File: config.mk
export PLATFORM = sky130hd
export DESIGN_NAME = skht_front
export DESIGN_NICKNAME = d
export VERILOG_FILES = /design/src/rtl/skht_pkg.sv /design/src/rtl/skht_front.sv
export SDC_FILE = /design/constraint.sdc
export NUM_CORES = 1
export LEC_CHECK = 0
export BUFFER_PORTS_ARGS = -buffer_cell sky130_fd_sc_hd__buf_2
export CAP_MARGIN = 25
export CORE_ASPECT_RATIO = 0.7
export CORE_MARGIN = 3
export CORE_UTILIZATION = 50
export CTS_CLUSTER_SIZE = 30
export DETAILED_ROUTE_END_ITERATION = 8
export HOLD_SLACK_MARGIN = 0.12
export PLACE_DENSITY = 0.77
export SLEW_MARGIN = 30
export SYNTH_ARGS = -nofsm -noshare
export SYNTH_HDL_FRONTEND = slang
export SYNTH_SLANG_ARGS = --single-unit
File: constraint.sdc
create_clock -name clk -period 7.9 [get_ports clk]
set_input_delay 0.395 -clock clk [delete_from_list [all_inputs] [get_ports clk]]
set_output_delay 0.395 -clock clk [all_outputs]
set_load 0.02 [all_outputs]
File: src/rtl/skht_pkg.sv
`timescale 1ns / 1ps
package skht_pkg;
  localparam int MAX_KEY_DEF     = 512;
  localparam int MAX_ENTRIES_DEF = 256;
  localparam int SLOTS_DEF       = 512;
  localparam int KEY_STORE_DEF   = 8192;

  localparam logic [31:0] HASH_INIT  = 32'd2166136261;
  localparam logic [31:0] HASH_PRIME = 32'd16777619;

  localparam logic [1:0] FN_CLEAR  = 2'd0;
  localparam logic [1:0] FN_INSERT = 2'd1;
  localparam logic [1:0] FN_LOOKUP = 2'd2;
  localparam logic [1:0] FN_RSVD   = 2'd3;

  localparam logic [2:0] ST_HIT      = 3'd0;
  localparam logic [2:0] ST_MISS     = 3'd1;
  localparam logic [2:0] ST_INSERTED = 3'd2;
  localparam logic [2:0] ST_PRESENT  = 3'd3;
  localparam logic [2:0] ST_FULL     = 3'd4;
  localparam logic [2:0] ST_CLEARED  = 3'd5;

  // command passed from the byte front end to the table engine
  typedef struct packed {
    logic        is_clear;
    logic        is_lookup;
    logic        too_long;
    logic [31:0] hash;
    logic [15:0] dest;
    logic        lower;
  } skht_cmd_t;

  typedef struct packed {
    logic [2:0]  status;
    logic [7:0]  entry_index;
    logic [15:0] dest;
    logic        lower;
  } skht_res_t;
endpackage

File: src/rtl/skht_front.sv
`timescale 1ns / 1ps
module skht_front #(
  parameter int MAX_KEY = 512
) (
  input  logic                     clk,
  input  logic                     rst_n,
  input  logic                     push,
  output logic                     full,
  input  logic [1:0]               func,
  input  logic [7:0]               key_byte,
  input  logic                     last,
  input  logic [15:0]              dest_id,
  input  logic                     lower_flag,
  // key buffer write port and captured length, read by the back end
  output logic                     kb_we,
  output logic [$clog2(MAX_KEY)-1:0] kb_waddr,
  output logic [7:0]               kb_wdata,
  output logic [$clog2(MAX_KEY):0] key_len,
  output logic                     cmd_valid,
  output skht_pkg::skht_cmd_t      cmd,
  input  logic                     cmd_done
);
  import skht_pkg::*;
  localparam int LW = $clog2(MAX_KEY) + 1;

  logic [LW-1:0] len_r, len_nxt;
  logic [LW:0]   cnt_r, cnt_nxt;
  logic [31:0]   hash_r, hash_nxt;
  logic          busy_r, busy_nxt;
  skht_cmd_t     cmd_r, cmd_nxt;
  logic [31:0]   hx;
  logic          acc, keyb;

  // the back end reads the key buffer, so hold new bytes until it is done
  assign full     = busy_r;
  assign acc      = push && !busy_r;
  assign keyb     = acc && (func == FN_INSERT || func == FN_LOOKUP);
  assign hx       = (hash_r ^ {24'd0, key_byte}) * HASH_PRIME;
  assign kb_we    = keyb && (cnt_r < (LW+1)'(MAX_KEY));
  assign kb_waddr = cnt_r[LW-2:0];
  assign kb_wdata = key_byte;
  assign key_len  = len_r;
  assign cmd_valid = busy_r;
  assign cmd      = cmd_r;

  always_comb begin
    len_nxt  = len_r;
    cnt_nxt  = cnt_r;
    hash_nxt = hash_r;
    busy_nxt = busy_r;
    cmd_nxt  = cmd_r;
    if (busy_r && cmd_done) busy_nxt = 1'b0;
    if (acc && func == FN_CLEAR) begin
      cnt_nxt  = '0;
      hash_nxt = HASH_INIT;
      busy_nxt = 1'b1;
      cmd_nxt  = '{is_clear: 1'b1, is_lookup: 1'b0, too_long: 1'b0,
                   hash: '0, dest: '0, lower: 1'b0};
    end else if (keyb) begin
      if (cnt_r < (LW+1)'(MAX_KEY)) cnt_nxt = cnt_r + 1'b1;
      else cnt_nxt = (LW+1)'(MAX_KEY + 1);
      hash_nxt = hx;
      if (last) begin
        len_nxt  = cnt_nxt[LW-1:0];
        busy_nxt = 1'b1;
        cmd_nxt  = '{is_clear: 1'b0, is_lookup: func == FN_LOOKUP,
                     too_long: cnt_nxt > (LW+1)'(MAX_KEY), hash: hx,
                     dest: dest_id, lower: lower_flag};
        cnt_nxt  = '0;
        hash_nxt = HASH_INIT;
      end
    end
  end

  always_ff @(posedge clk) begin
    if (!rst_n) begin
      cnt_r  <= '0;
      hash_r <= HASH_INIT;
      busy_r <= 1'b0;
    end else begin
      cnt_r  <= cnt_nxt;
      hash_r <= hash_nxt;
      busy_r <= busy_nxt;
    end
    len_r <= len_nxt;
    cmd_r <= cmd_nxt;
  end
endmodule

# Word level (Yosys, flattened, before mapping)

Index checks and enable logic that the tools add are counted.

Register bits after elaboration: 106

Bitwise gates (word level): 3
Mux-type cells: 9
Reduce and logical (&&, ||, !) cells: 11
$lt $le $gt $ge: 2
Add/sub/neg operators: 1
Multipliers: 1
Equality and inequality tests: 2

Operators by type and width:

| operator                                                         | count |
|---|---|
| 2-to-1 mux 11 bit                                                | 4 |
| multiplier 32 x 25 -> 32 bit (second input constant)             | 1 |
| 2-to-1 mux 32 bit                                                | 1 |
| XOR 32 x 8 -> 32 bit                                             | 1 |
| adder 11 x 1 -> 11 bit (second input constant)                   | 1 |
| greater-than comparator 11 x 10 -> 1 bit (second input constant) | 1 |
| less-than comparator 11 x 10 -> 1 bit (second input constant)    | 1 |
| logical AND 1 bit                                                | 5 |
| 2-to-1 mux 1 bit                                                 | 4 |
| AND reduction 3 bit                                              | 1 |
| equality test 2 x 1 -> 1 bit (second input constant)             | 1 |
| equality test 2 bit (second input constant)                      | 1 |
| zero test 2 bit                                                  | 1 |
| NOT 1 bit                                                        | 2 |
| AND reduction 2 bit                                              | 1 |
| OR reduction 2 bit                                               | 1 |
| zero test 1 bit                                                  | 1 |
| logical OR 1 bit                                                 | 1 |

# Depth between registers and ports, before layout

Gate-level depths: netlist of run 1.

Depth after elaboration: 6
Depth in mapped cells: 24
Gate-level depth less buffers: 23

# Worst setup path after synthesis of run 1

No wires, ideal clock.

Path type: input to register
Start point: input key_byte[3]
End point: register hash_r[30]
Required time: 7,766 ps
Setup slack: 2,597 ps
Stages on the path: 23
Data arrival time: 5,169 ps
Path buffers: 1
Cells stage by stage: xnor2_1 > inv_1 > xnor2_1 > ha_1 > xor2_1 > ha_1 > a21o_1 > ha_1 > fa_1 > ha_1 > inv_1 > fa_1 > inv_1 > ha_1 > buf_2 > a21o_1 > o21bai_1 > a221oi_2 > nand2_1 > a32o_1 > a21oi_1 > xor2_1 > o22ai_1

Word-level cells in the longest chain between the ends: 3

Ends and longest elaborated chain:

| what                         | RTL line         | text |
|---|---|---|
| start: declaration           | skht_front.sv:10 | `input logic [7:0] key_byte,` |
| XOR 32 x 8 -> 32 bit         | skht_front.sv:38 | `assign hx = (hash_r ^ {24'd0, key_byte}) * HASH_PRIME;` |
| multiplier 32 x 25 -> 32 bit | skht_front.sv:38 |  |
| 2-to-1 mux 32 bit            | skht_front.sv:63 | `if (last) begin` |
| end signal: assignment       | skht_front.sv:82 | `hash_r <= hash_nxt;` |
| end: declaration             | skht_front.sv:28 | `logic [31:0] hash_r, hash_nxt;` |

Every way passes these cells.
A chain may end at the register's enable or synchronous reset.

# Worst setup path after layout of run 1

Start point: register hash_r[2]
End point: register hash_r[30]

Word-level cells in the longest chain between the ends: 3

Ends and longest elaborated chain:

| what                         | RTL line |
|---|---|
| XOR 32 x 8 -> 32 bit         | skht_front.sv:38 |
| multiplier 32 x 25 -> 32 bit | skht_front.sv:38 |
| 2-to-1 mux 32 bit            | skht_front.sv:63 |

Every way passes these cells.

==> results of run 1 <==
[logic make-up after synthesis]
logic type / share of synthesized area
fa+ha+maj: 0.385
buf+inv: 0.103
simple gates: 0.110
compound gates: 0.114
flops: 0.226
xor+xnor: 0.0596
mux: 0.00102
[state kept, by name, summed over array words and instances (netlist names)]
register   count
hash_r        32
key_len       10
cnt_r         11
cmd           52
cmd_valid      1
[synth_stat cells, drive strengths merged (16+ instances only)]
cell,count,area share
nand2,123,0.047
a21oi,57,0.029
a22oi,16,0.012
dfxtp,96,0.20
xnor2,37,0.034
xor2,29,0.026
nor2,59,0.023
buf,25,0.017
nand3,16,0.0082
o21ai,28,0.014
a21o,20,0.015
ha,187,0.24
fa,72,0.15
inv,198,0.076
clkbuf,27,0.010
[layer usage]
| metal | vias to the layer above | global-route usage | routed length, µm |
|---|---|---|---|
| met5 | - | 0 | 0 |
| met4 | 0 | 0.0531 | 383 |
| met3 | 34 | 0.0675 | 2410 |
| met2 | 293 | 0.360 | 10600 |
| met1 | 3769 | 0.364 | 12400 |
| li1 | 3747 | - | - |
[critical path, stage by stage (launching register included)]
cell and delay (ns):
dfxtp_1 0.33, xnor2_1 0.62, inv_1 0.36, xnor2_1 0.30, ha_1 0.33, xor2_1 0.11
ha_1 0.21, a21o_1 0.16, ha_1 0.21, fa_1 0.48, ha_1 0.29, inv_1 0.05
fa_1 0.52, inv_1 0.04, ha_1 0.39, a21o_1 0.24, o21bai_1 0.18, a221oi_2 0.33
nand2_1 0.18, a32o_1 0.28, a21oi_1 0.17, xor2_1 0.25, o22ai_1 0.11
[cell type report]
type,instances,area share
well taps,264,0.0305
clock buffers,10,0.0231
multi-input cells,746,0.609
inverters,198,0.0687
flip-flops and latches,106,0.205
clock inverters,6,0.00601
repair buffers,121,0.0578
[worst max path at each step]
stage                 end  slack [ns]  cells past startpoint
6_report       hash_r[30]        1.59                     22
5_1_grt        hash_r[30]        1.22                     22
4_1_cts        hash_r[30]        1.77                     22
3_5_place_dp   hash_r[30]        1.65                     23
3_3_place_gp   hash_r[24]        1.63                     23
2_1_floorplan  hash_r[30]        2.60                     23
[through the flow]
step | worst slack (ns) | util | std cells | hold slack, ns | area (µm²)
global route | 1.22 | 0.567 | 1451 | 0.257 | 10800
floorplan | 2.60 | - | 1102 | 0.418 | 9820
global placement | 1.63 | 0.551 | 1435 | 0.430 | 10500
finish | 1.59 | 0.567 | 1451 | 0.262 | 10800
CTS | 1.77 | 0.567 | 1451 | 0.261 | 10800
detailed placement | 1.65 | 0.551 | 1435 | 0.431 | 10500
[placed cells by master, fill, tap and decap left out, drive strengths merged, types with 3 or more instances in the layout]
master / synthesis / final
and2: 9 / 9
o21bai: 3 / 3
nand3: 16 / 16
or2: 4 / 4
dfxtp: 96 / 96
xor2: 29 / 29
clkbuf: 27 / 10
o22ai: 7 / 7
fa: 72 / 72
xnor2: 37 / 37
a31oi: 6 / 6
ha: 187 / 187
inv: 198 / 201
nand2b: 4 / 4
nand2: 123 / 123
buf: 25 / 121
a211oi: 6 / 6
edfxtp: 10 / 10
nor3: 5 / 5
o21a: 3 / 3
nand4: 5 / 5
o21ai: 28 / 28
and3: 8 / 8
a21o: 20 / 20
clkinv: 0 / 3
nor2: 59 / 59
o211ai: 12 / 12
a22oi: 16 / 16
nor2b: 5 / 5
a21oi: 57 / 57
nand3b: 3 / 3
==> impl_metrics.tcl, run 1 <==
set metrics [dict create \
    worstReg2RegStart "hash_r[2]" \
    critical_path.startpoint "hash_r[2]" \
    post_cts_resized 0 \
    grt_overflow_total 0 \
    fill_cells 1679 \
    fin_crit_ns 6.31 \
    core_area_mm2 0.0191 \
    fmax_mhz 158 \
    hold_class "in2reg" \
    maxCapViolCount 0 \
    rrSetupSlack_ns 1.59 \
    htree_num_levels 3 \
    layout-drive-gt1-share 0.127 \
    groute.usage.overall 0.246 \
    drc_errors 0 \
    hp-start "dest_id[2]" \
    worstPathArrival_ns 6.53 \
    die_x_um 173 \
    yosysUniqueCellTypes 58 \
    finalSetupViolCount 0 \
    synthFlopType "dfxtp_1" \
    ff2ff_path_depth 22 \
    critPathCaptureType "flip-flop" \
    viasPerCell 5.41 \
    synth-seq-cells 106 \
    hold_end "cmd[3]" \
    drtIter0Drc 730 \
    drt-total-wl_mm 25.8 \
    dieArea_mm2 0.0214 \
    die_height_um 123 \
    cts_hold_buf 0 \
    path_max_fanout 7 \
    first_pass_iters 5 \
    start_util 0.515 \
    clkTransAtPathRegs_ns 0.08 \
    synthToLayoutAreaGrowth_pct 10.2 \
    tightest_slew_ns 0.932 \
    required_ns 8.12 \
    portBuffers 113 \
    synth_edf_count 10 \
    wl_per_cell_um 17.8 \
    grt_pass1_vias 7847 \
    cts_sinks 106 \
    clock_path_buffers 2 \
    regArea_mm2 0.00222 \
    grt_pass1_wl_mm 41.4 \
    hpwlAfterDp_mm 20.9 \
    grt_setup_unrepaired "false" \
    antenna_cells 0 \
    fin_skew_ns 0.00864 \
    cts_made_buffers 9 \
    slew_headroom 0.376 \
    avgSynthCellArea_um2 8.91 \
    ys_seq_area_frac 0.226 \
    finalSetupTns_ns 0 \
    async_reset_ff_frac 0 \
    vias 7843 \
    antenna_found_initial 0 \
    start_kind "flip-flop" \
    worstSkewPairLatency_ns 0.36 \
    slew_viol_final 0 \
    cts_setup_buffers 0 \
    syn_nets 1393 \
    syn_inst 1102 \
    cts_root_buf "clkbuf_16" \
    final_nets 1473 \
    status "finished clean" \
    finalCritPeriodShare 0.799 \
    finalHoldViolCount 0 \
    hold_depth 3 \
    ant_nets 0 \
    r2r_end "hash_r[30]" \
    mappedNetlistArea_mm2 0.00982 \
    gp_congestion 0.976 \
    yosysWarnings 0 \
    cts_tree "yes" \
    io-pin-count 114 \
    grt_max_degree 56 \
    multiInputGateArea_mm2 0.00659 \
    rows 42 \
    path_class "reg2reg" \
]
Power of run 1 is left out: the tool's default activity adds up to more than one toggle a clock period on the data nets, which glitch-free logic cannot reach.
==> inputs of run 2 (changes only) <==
Settings changed: PLACE_DENSITY 0.77 to 0.8.
Clock period 7.9 ns to 5.1 ns, I/O delays scaled along.
==> run 2 against run 1 <==
Against the previous run: clock skew increased by 0.0042 ns; critical endpoint is now hash_r[28]; global-route usage increased by 1.8 points; fmax increased by 20%; register-to-register slack got worse by 1.8 ns; worst setup slack got worse by 1.8 ns; the run now ends with setup timing left.
==> impl_metrics.tcl, run 2 (synthesized netlist as in run 1, its figures left out) <==
set metrics [dict create \
    finalHoldViolCount 0 \
    fmax_mhz 190 \
    start_util 0.515 \
    crit_cells 23 \
    cts_made_buffers 9 \
    clkTransAtPathRegs_ns 0.08 \
    path_class "reg2reg" \
    hold_class "in2reg" \
    gp_congestion 0.974 \
    io-pin-count 114 \
    largest_reg_flops 52 \
    grt_overflow_total 0 \
    groute.usage.overall 0.264 \
    drt-total-wl_mm 29.7 \
    synthToLayoutAreaGrowth_pct 29.6 \
    fin_crit_ns 5.26 \
    grt_pass1_wl_mm 44.6 \
    ant_nets 0 \
    antenna_found_initial 1 \
    core_area_mm2 0.0191 \
    slew_viol_final 0 \
    cts_tree "yes" \
    worstSkewPairLatency_ns 0.35 \
    maxCapViolCount 0 \
    dieArea_mm2 0.0214 \
    htree_num_levels 3 \
    cts_root_buf "clkbuf_16" \
    cts_sinks 106 \
    grt_max_degree 56 \
    layout-drive-gt1-share 0.309 \
    crit_slowest_cell "fa_1" \
    ff2ff_path_depth 23 \
    slew_headroom 0.340 \
    finalSetupViolCount 14 \
    wl_per_cell_um 19.1 \
    critPathBufInv 5 \
    grt_pass1_vias 8452 \
    die_x_um 173 \
    cp_top_family "adder cells" \
    drtIter0Drc 659 \
    finalCritPeriodShare 1.03 \
    viasPerCell 5.46 \
    required_ns 5.38 \
    portBuffers 113 \
    utilization 0.667 \
    cts_hold_buf 0 \
    final_nets 1579 \
    clock_path_buffers 2 \
    start_kind "flip-flop" \
    max_stage_delay_ns 0.60 \
    final_cell_mix "182 x inv_1, 149 x ha_1, 115 x nand2_1" \
    status "finished, violations left" \
    antenna_cells 0 \
    violations "setup timing" \
    die_height_um 123 \
    drc_errors 0 \
    path_max_fanout 3 \
    hold_depth 3 \
    fin_ws_ns -0.161 \
    vias 8504 \
    final_common_cell "inv_1" \
    worstPathArrival_ns 5.54 \
    rows 42 \
    hpwlAfterDp_mm 22.2 \
    tightest_slew_ns 0.989 \
    first_pass_iters 6 \
    critPathCaptureType "flip-flop" \
    fin_skew_ns 0.0128 \
    grt_setup_unrepaired "true" \
    crit_chain "xnor2_2 -> inv_2 -> xnor2_4 -> ha_4 -> xor2_1 -> ha_1 -> ha_1 -> inv_1 -> fa_1 -> inv_1 -> ha_1 -> inv_1 -> fa_1 -> inv_2 -> ha_4 -> nand4_1 -> a2111oi_4 -> o21ai_2 -> a211oi_2 -> o31ai_1 -> xnor2_1 -> a22oi_1 -> nor2_1" \
]
-- run 2: cell types whose count changed in the layout (fill, tap and decap cells not counted), moves of 9 or more --
cell,before,now
dfxtp_2,0,12
buf_4,8,101
dfxtp_1,96,77
xnor2_2,1,10
buf_6,0,11
inv_2,0,16
ha_1,187,149
xnor2_1,36,23
ha_4,0,30
a21oi_1,57,45
a21oi_2,0,10
inv_1,198,182
-- run 2: final cells by class --
cell class                      instances  area [µm²]
Sequential cell                       106        2260
Fill cell                            1423        6350
Inverter                              198         743
Clock buffer                           10         229
Multi-Input combinational cell        746        7610
Clock inverter                          6        57.6
Timing Repair Buffer                  227        1490
Tap cell                              264         330
-- run 2: layer usage --
metal | track usage | wire length [µm] | part of all wire
met4 | 0.0769 | 860 | 0.029
met5 | 0 | 13 | 0.00044
met3 | 0.0678 | 2470 | 0.083
met2 | 0.420 | 13700 | 0.46
met1 | 0.359 | 12600 | 0.43
-- run 2: path summary, 6_finish.rpt --
path / startpoint / endpoint / slack (ns)
worst max-delay path: hash_r[3] / hash_r[28] / -0.16
worst min-delay path: dest_id[8] / cmd[9] / 0.13
worst max register to register: hash_r[3] / hash_r[28] / -0.16
worst min register to register: cmd[51] / cmd[51] / 0.45
-- run 2: worst min-delay path: stages --
cell and delay (ns):
buf_2 0.09, nand2_1 0.04, a21oi_1 0.05
-- run 2: repair_timing --
item,4_1_cts,5_1_grt
setup endpoints to repair,34,37
buffers inserted,9,13
resized for setup,84,110
pin swaps,59,72
-- run 2: per-stage QoR --
stage	hold slack, ns	cells	setup TNS, ns	cell area (µm²)	setup slack (ns)
finish	0.131	1557	-0.679	12700	-0.161
global route	0.137	1557	-5.90	12700	-0.397
CTS	0.133	1545	0	12000	0.000735
detailed placement	0.437	1521	-9.31	11200	-0.476
global placement	0.428	1521	-3.48	11200	-0.257
floorplan	0.391	1102	-0.0321	9860	-0.0321
Power of run 2 is left out for the same reason.
